File: src/malu_pkg.sv
// types shared by the multiply accumulate unit modules
package malu_pkg;

   typedef struct packed {
      logic [31:0] operand_m;
      logic [31:0] operand_s;
      logic [31:0] acc_high;
      logic [31:0] acc_low;
      logic        long_form;
      logic        signed_form;
      logic        accumulate;
      logic        set_flags;
   } req_type;

   typedef struct packed {
      logic [31:0] result_low;
      logic [31:0] result_high;
      logic        high_written;
      logic        negative_flag;
      logic        zero_flag;
      logic        flags_update;
      logic        undefined;
   } rsp_type;

   typedef struct packed {
      logic valid;
      logic long_form;
      logic undefined;
      logic set_flags;
   } ctl_type;

endpackage

File: src/malu_mul.sv
// multiplier stages: partial products, then the 64-bit product with sign correction
module malu_mul (
   input  logic              clock,
   input  logic              reset,
   input  logic              in_valid,
   input  malu_pkg::req_type req,
   output malu_pkg::ctl_type ctl,
   output logic [63:0]       product,
   output logic [63:0]       addend
);
   import malu_pkg::*;

   logic          signed_mul;
   logic [47:0]   pp_lo_in, pp_lo_ff;
   logic [47:0]   pp_hi_in, pp_hi_ff;
   logic [31:0]   corr_in, corr_ff;
   logic [63:0]   acc_in, acc1_ff, acc2_ff;
   ctl_type       ctl1_in, ctl1_ff, ctl2_ff;
   logic [63:0]   product_in, product_ff;

   // stage one: two 32x16 partial products and the signed correction word
   assign signed_mul = req.signed_form & req.long_form;
   assign pp_lo_in   = 48'(req.operand_m) * 48'(req.operand_s[15:0]);
   assign pp_hi_in   = 48'(req.operand_m) * 48'(req.operand_s[31:16]);
   assign corr_in    = ((signed_mul & req.operand_m[31]) ? req.operand_s : 32'd0)
                     + ((signed_mul & req.operand_s[31]) ? req.operand_m : 32'd0);

   // accumulator operand, high word only in long form
   assign acc_in = req.accumulate
                 ? {(req.long_form ? req.acc_high : 32'd0), req.acc_low}
                 : 64'd0;

   always_comb begin
      ctl1_in.valid     = in_valid;
      ctl1_in.long_form = req.long_form;
      ctl1_in.undefined = ~req.long_form & req.signed_form;
      ctl1_in.set_flags = req.set_flags;
   end

   // stage two: assemble the product, subtract the sign correction in the high word
   assign product_in = {16'd0, pp_lo_ff} + {pp_hi_ff, 16'd0} - {corr_ff, 32'd0};

   // pipeline registers, only the valid bits are reset
   always_ff @(posedge clock) begin
      if (reset) begin
         ctl1_ff.valid <= 1'b0;
         ctl2_ff.valid <= 1'b0;
      end else begin
         ctl1_ff.valid <= ctl1_in.valid;
         ctl2_ff.valid <= ctl1_ff.valid;
      end
      ctl1_ff.long_form <= ctl1_in.long_form;
      ctl1_ff.undefined <= ctl1_in.undefined;
      ctl1_ff.set_flags <= ctl1_in.set_flags;
      pp_lo_ff          <= pp_lo_in;
      pp_hi_ff          <= pp_hi_in;
      corr_ff           <= corr_in;
      acc1_ff           <= acc_in;
      ctl2_ff.long_form <= ctl1_ff.long_form;
      ctl2_ff.undefined <= ctl1_ff.undefined;
      ctl2_ff.set_flags <= ctl1_ff.set_flags;
      product_ff        <= product_in;
      acc2_ff           <= acc1_ff;
   end

   assign ctl     = ctl2_ff;
   assign product = product_ff;
   assign addend  = acc2_ff;

endmodule

File: src/malu_fin.sv
// final stage: accumulate add, result words, flags and the output register
module malu_fin (
   input  logic              clock,
   input  logic              reset,
   input  malu_pkg::ctl_type ctl,
   input  logic [63:0]       product,
   input  logic [63:0]       addend,
   output logic              rsp_strobe,
   output malu_pkg::rsp_type rsp_payload
);
   import malu_pkg::*;

   logic [63:0] sum;
   logic        strobe_in, strobe_ff;
   rsp_type     rsp_in, rsp_ff;

   assign sum = product + addend;

   // result formatting per form
   always_comb begin
      rsp_in = '0;
      if (ctl.undefined) begin
         rsp_in.undefined = 1'b1;
      end else if (ctl.long_form) begin
         rsp_in.result_low   = sum[31:0];
         rsp_in.result_high  = sum[63:32];
         rsp_in.high_written = 1'b1;
         if (ctl.set_flags) begin
            rsp_in.flags_update  = 1'b1;
            rsp_in.negative_flag = sum[63];
            rsp_in.zero_flag     = (sum == 64'd0);
         end
      end else begin
         rsp_in.result_low = sum[31:0];
         if (ctl.set_flags) begin
            rsp_in.flags_update  = 1'b1;
            rsp_in.negative_flag = sum[31];
            rsp_in.zero_flag     = (sum[31:0] == 32'd0);
         end
      end
   end

   assign strobe_in = ctl.valid;

   // output strobe
   always_ff @(posedge clock) begin
      if (reset) begin
         strobe_ff <= 1'b0;
      end else begin
         strobe_ff <= strobe_in;
      end
   end

   // output payload
   always_ff @(posedge clock) begin
      rsp_ff <= rsp_in;
   end

   assign rsp_strobe  = strobe_ff;
   assign rsp_payload = rsp_ff;

endmodule

File: src/multiply_accumulate_long_unit_core.sv
// Multiply accumulate unit, 32x32 operands with a 32-bit or 64-bit result.
// A request is taken on every clock edge where start is high and busy is low;
// busy is high only during reset, so a new request can enter every cycle.
// Each request gives one result, registered through the stage registers and the
// output register, shown with rsp_strobe for one cycle; the receiver cannot stall and must take it then.
// The three stages are the 32x16 partial products, the 64-bit product with
// signed correction, and the accumulate add with flag generation.
module multiply_accumulate_long_unit_core (
   input  logic              clock,
   input  logic              reset,
   input  logic              start,
   output logic              busy,
   input  malu_pkg::req_type req_payload,
   output logic              rsp_strobe,
   output malu_pkg::rsp_type rsp_payload
);
   import malu_pkg::*;

   ctl_type     mul_ctl;
   logic [63:0] mul_product;
   logic [63:0] mul_addend;
   logic        req_fire;

   // requests are held off only while reset is applied
   assign busy     = reset;
   assign req_fire = start & ~busy;

   malu_mul u_mul (
      .clock    (clock),
      .reset    (reset),
      .in_valid (req_fire),
      .req      (req_payload),
      .ctl      (mul_ctl),
      .product  (mul_product),
      .addend   (mul_addend)
   );

   malu_fin u_fin (
      .clock       (clock),
      .reset       (reset),
      .ctl         (mul_ctl),
      .product     (mul_product),
      .addend      (mul_addend),
      .rsp_strobe  (rsp_strobe),
      .rsp_payload (rsp_payload)
   );

endmodule

File: config.mk
export PLATFORM = sky130hd
export DESIGN_NAME = multiply_accumulate_long_unit_core
export DESIGN_NICKNAME = d
export VERILOG_FILES = /design/src/malu_pkg.sv /design/src/malu_mul.sv /design/src/malu_fin.sv /design/src/multiply_accumulate_long_unit_core.sv
export SDC_FILE = /design/constraint.sdc
export NUM_CORES = 2
export LEC_CHECK = 0
export BUFFER_PORTS_ARGS = -buffer_cell sky130_fd_sc_hd__buf_4
export CORE_MARGIN = 5
export CORE_UTILIZATION = 30
export DETAILED_ROUTE_END_ITERATION = 8
export GPL_ROUTABILITY_DRIVEN = 0
export SYNTH_ARGS = -nofsm -noshare
export SYNTH_HDL_FRONTEND = slang
export SYNTH_HIERARCHICAL = 1
export SYNTH_SLANG_ARGS = --single-unit
File: constraint.sdc
create_clock -name clock -period 7.5 [get_ports clock]
set_clock_uncertainty 0.2 [all_clocks]
set_input_delay 1.5 -clock clock [delete_from_list [all_inputs] [get_ports clock]]
set_output_delay 1.5 -clock clock [all_outputs]
set_load 0.01 [all_outputs]
## Word level (Yosys, flattened, before mapping)

Cells that the tools add are included.

| word-level totals | value |
|---|---|
| register bits after elaboration | 398 |
| output and inout port bits | 71 |
| logic and storage cells | 48 |
| input bits | 135 |

| cells by class | value |
|---|---|
| multiply operators | 2 |
| reduce and logical (&&, ||, !) cells | 4 |
| add/sub/neg operators | 4 |
| muxes and demuxes | 7 |
| bitwise operators | 8 |

Operators with widths:

| kind | number |
|---|---|
| $mul 32x16->48 | 2 |
| $add 48x64->64 | 1 |
| $add 64x64->64 | 1 |
| $logic_not 64->1 | 1 |
| $mux 32 | 2 |
| $sub 64x64->64 | 1 |
| $add 32x32->32 | 1 |
| $logic_not 32->1 | 1 |
| $mux 3 | 3 |
| $and 1x1->1 | 5 |
| $not 1->1 | 3 |
| $mux 1 | 2 |
| $reduce_and 2->1 | 1 |
| $reduce_or 2->1 | 1 |

## Depth between registers and ports, before layout

| logic depth | value |
|---|---|
| depth after elaboration | 4 |
| depth in mapped cells | 25 |
| gate-level depth less buffers | 23 |

## Cells and area by module

Netlist, hierarchy kept.

Modules (own cells, without submodules):

| module | sequential area each (µm²) | cells each | instances | area an instance (µm²) |
|---|---|---|---|---|
| malu_mul | 6,566.3 | 5,210 | 1 | 46,384.5 |
| malu_fin | 1,401.3 | 788 | 1 | 6,129.6 |
| multiply_accumulate_long_unit_core | 0.0 | 2 | 1 | 21.3 |

## Least setup slack after synthesis

OpenSTA, ideal clock, no wires.

| timing | value |
|---|---|
| path type | in2reg |
| start point | input req_payload[117] in the netlist's numbering |
| end point | register u_mul.pp_lo_ff[43] |
| stages | 22 |
| data arrival time | 7,147 ps |
| required time | 7,173 ps |
| path buffers | 1 |
| slack | 26 ps |
| library setup time | 127 ps |
| cell sequence | clkbuf_1 nand2_1 fa_1 fa_1 fa_1 inv_1 fa_1 fa_1 inv_1 fa_1 inv_1 ha_1 and2_1 a221oi_2 a21oi_1 nor2b_1 o31ai_1 o31ai_1 nor2_1 o31a_1 a41o_1 xor2_1 |

| on the way | value |
|---|---|
| longest elaborated chain between the ends | 1 |

RTL lines:

| item | RTL line | source |
|---|---|---|
| start: declaration | multiply_accumulate_long_unit_core.sv:13 | `input malu_pkg::req_type req_payload,` |
| $mul 32x16->48 | malu_mul.sv:23 | `assign pp_lo_in = 48'(req.operand_m) * 48'(req.operand_s[15:0]);` |
| via u_mul.pp_lo_in[43] | malu_mul.sv:14 | `logic [47:0] pp_lo_in, pp_lo_ff;` |
| end signal: assignment | malu_mul.sv:55 | `pp_lo_ff <= pp_lo_in;` |
| end: declaration | malu_mul.sv:14 |  |

The timed path passes the listed nets, and every way through them passes these cells.
A chain may end at the register's enable or synchronous reset.

## Worst setup path in the final report

| timing | value |
|---|---|
| start point | input req_payload[115] in the netlist's numbering |
| end point | register u_mul.pp_hi_ff[45] |

| on the way | value |
|---|---|
| longest elaborated chain between the ends | 1 |

RTL lines:

| item | RTL line | source |
|---|---|---|
| $mul 32x16->48 | malu_mul.sv:24 | `assign pp_hi_in = 48'(req.operand_m) * 48'(req.operand_s[31:16]);` |
| via u_mul.pp_hi_in[45] | malu_mul.sv:15 | `logic [47:0] pp_hi_in, pp_hi_ff;` |
| end signal: assignment | malu_mul.sv:56 | `pp_hi_ff <= pp_hi_in;` |
| end: declaration | malu_mul.sv:15 |  |

The timed path passes the listed nets, and every way through them passes these cells.

==> summary.txt <==
Place
  – Post-DP Area: 59000 sq um
  – DP HPWL: 132 mm
  – Buffers on Ports: 205

Synth
  – Primary FF master, synth: dfxtp_1
  – Post-synth cell types: 111
  – Mapped Nets: 7416
  – Sequential share of the synthesized area: 15.2%
  – #FFs+latches synth: 398
  – Synth Warn #: 6
  – Mapped Cells: 6000
  – Post-synth ARST share: 0%
  – EDFF count, synth: 0
  – Syn avg cell area: 8.76 sq um
  – Post-synthesis cell area: 52500 sq um

Floorplan
  – Die area: 184000 sq um
  – Std cell rows: 153
  – Ports: 206
  – Die H: 428 um
  – Die width: 428 um
  – CORE AREA: 174000 sq um
  – Initial Util: 30.2%

GRT
  – Largest net degree at the start of global routing: 65
  – Initial antenna violation count: 14
  – First-pass GRT wire length: 249 mm
  – All-Layer GR Usage: 16.9%
  – Number of global-route vias before repair: 44.4k
  – Gr ovfl total: 0

Clocking
  – Clk_lat worst skew: 0.64 ns
  – Clk pin slew, worst setup/hold paths: 0.06 ns
  – Root buf cell: clkbuf_16
  – H-tree Lvls: 2
  – CTS sink cnt: 398
  – Worst-case clock buffer depth: 3
  – CTS tree: yes
  – CTS Buf Count: 44
  – # hold bufs at CTS: 0

Drt
  – WL/cell: 18.0 um
  – Iter 0 DRT Violations: 2450
  – Antenna viol nets, final: 0
  – # DRC: 0
  – Via-to-Cell Ratio: 4.73
  – Routed WL: 157 mm
  – Routed vias: 41.2k
  – First-pass DRT Iterations: 6

Critical path
  – Worst r2r src: u_mul/product[0]
  – Critical Path Sink Type: flop
  – Slowest CP cell: fa_1
  – Worst Setup Start Kind: input pin
  – Cells along the critical path: buf_4 > buf_4 > nand2_1 > fa_1 > fa_1 > fa_1 > inv_1 > fa_1 > fa_1 > inv_1 > fa_1 > inv_1 > ha_1 > and3_1 > a221o_1 > a21oi_1 > o21ai_1 > a31o_1 > o31a_1 > a31o_2 > a21oi_1 > xnor2_1
  – Critical Path RT: 7.79 ns
  – Max FO, Critical Path: 11
  – Buf+Inv Stages, Crit Path: 5
  – Delay-heaviest family, CP: adder cells
  – Critical path class: input pin to flop
  – Crit path DAT: 7.61 ns
  – Most frequent cell on the critical path: fa_1
  – Largest stage delay, worst path: 0.54 ns
  – Worst Setup SP: req_payload[115]

Timing
  – Worst rel slew slack: 37.7%
  – Period utilization: 97.7%
  – Unrepaired setup endpoints after global routing: no
  – Max-slew violation count: 0
  – Worst Tran Pin Value: 0.934 ns
  – Final hold viol count: 0
  – Final-report setup violation count: 0
  – Achievable clock frequency: 0.137 GHz
  – Post-route minimum period: 7.33 ns

Final layout
  – Fin util: 34.8%
  – Layout Nets: 7766
  – Most common cell after layout, fill and taps aside: inv_1
  – Share of cells above drive strength 1: 12.1%
  – Layout Area Growth over Synthesis: 15.3%
  – Filler instances: 17.9k
  – Most frequent cells in the layout: 1094 x inv_1, 854 x fa_1, 793 x nand2_1
  – Post-route cell area: 60600 sq um

Flow run
  – Max-cap violations: 0

Min path
  – Worst hold path type: flop to flop
  – Hold Path Origin: u_mul/ctl1_ff[2]

Run status
  – Status: finished, final reports clean
-- kinds of logic after synthesis --
logic type / share of synthesized area, %
compound gates: 10.6
xor+xnor: 3.92
fa+ha+maj: 42.7
buf+inv: 10.2
flops: 15.2
mux: 0.0976
simple gates: 17.3
-- what timing repair did --
item                                    4_1_cts  5_1_grt
endpoints found under the setup margin        0       14
buffers inserted                              0        0
resized for setup                             0       12
-- routing by layer --
| metal | vias up | wire, um | track usage, % |
|---|---|---|---|
| li1 | 19400 | - | - |
| met1 | 20400 | 67400 | 21.7 |
| met2 | 1261 | 73400 | 28.7 |
| met3 | 248 | 10500 | 3.21 |
| met4 | 4 | 5590 | 5.79 |
| met5 | - | 22 | 0 |
-- sequential cells by signal, summed over array words and instances (netlist names) --
name,flops
u_mul/product,64
u_mul/addend,64
u_mul/corr_ff,32
u_mul/pp_hi_ff,48
u_mul/ctl,4
u_mul/ctl1_ff,4
u_fin/rsp_payload,69
u_mul/acc1_ff,64
u_mul/pp_lo_ff,48
u_fin/rsp_strobe,1
-- worst reg2reg max path: stages (launching register included) --
cell      delay, ns
dfxtp_1        0.33
ha_1           0.23
fa_1           0.43
a211oi_1       0.35
o21ai_0        0.32
nand2_1        0.27
a31oi_4        0.18
xor2_1         0.23
nor4_1         0.39
nand4_1        0.13
nor4_1         0.58
and4b_1        0.32
nand4_1        0.12
o41ai_2        0.30
-- cell usage after synthesis (all sizes together) (5+ instances only) --
| library cell | instances | area (sq um) |
|---|---|---|
| a2111oi | 5 | 68.8 |
| a211o | 6 | 53.8 |
| a211oi | 20 | 165 |
| a21boi | 9 | 67.6 |
| a21o | 124 | 933 |
| a21oi | 286 | 1500 |
| a221oi | 17 | 198 |
| a311oi | 6 | 52.6 |
| a31o | 5 | 43.8 |
| a31oi | 36 | 265 |
| a41oi | 5 | 51.3 |
| and2 | 522 | 3270 |
| and3 | 57 | 360 |
| and4 | 5 | 43.8 |
| buf | 22 | 134 |
| clkbuf | 284 | 1070 |
| dfxtp | 398 | 7970 |
| fa | 854 | 17100 |
| ha | 427 | 5340 |
| inv | 1094 | 4110 |
| nand2 | 793 | 2980 |
| nand2b | 16 | 100 |
| nand3 | 51 | 273 |
| nand4 | 68 | 432 |
| nand4b | 5 | 43.8 |
| nor2 | 200 | 751 |
| nor2b | 46 | 298 |
| nor3 | 41 | 210 |
| nor4 | 14 | 113 |
| o211ai | 28 | 225 |
| o21a | 31 | 233 |
| o21ai | 144 | 743 |
| o21bai | 31 | 233 |
| o221ai | 6 | 58.8 |
| o311ai | 5 | 51.3 |
| o31a | 7 | 61.3 |
| o31ai | 15 | 131 |
| o41ai | 10 | 140 |
| or2 | 7 | 46.3 |
| or3 | 10 | 67.6 |
| xnor2 | 142 | 1240 |
| xor2 | 93 | 815 |
-- metrics by stage --
step	TNS (ns)	hold WS, ns	cells	setup slack (ns)
finish	0	0.110	8718	0.175
global route	0	0.107	8714	0.0183
CTS	0	0.105	8709	0.142
detailed placement	-10.12	0.112	8629	-0.465
global placement	-9.26	0.111	8629	-0.490
floorplan	0	0.110	6000	0.0264
-- path summary, 6_finish.rpt --
kind,endpoint,slack (ns),cells after the start
max,u_mul/pp_hi_ff[45],0.17,22
min,u_mul/ctl[2],0.11,0
max reg2reg,u_fin/rsp_payload[2],2.99,13
min reg2reg,u_mul/ctl[2],0.11,0
-- layout make-up --
cell class	instances	area, sq um	area share (%)
well taps	2325	2910	4.80
flip-flops and latches	398	7970	13.1
diodes	9	22.5	0.0372
clock inverters	19	309	0.510
repair buffers	613	4790	7.90
multi-input cells	4199	39200	64.8
clock buffers	61	1250	2.07
inverters	1094	4110	6.78
Power is not shown: default switching activity piles up to over one toggle a cycle in this logic, so the estimate is an artifact.
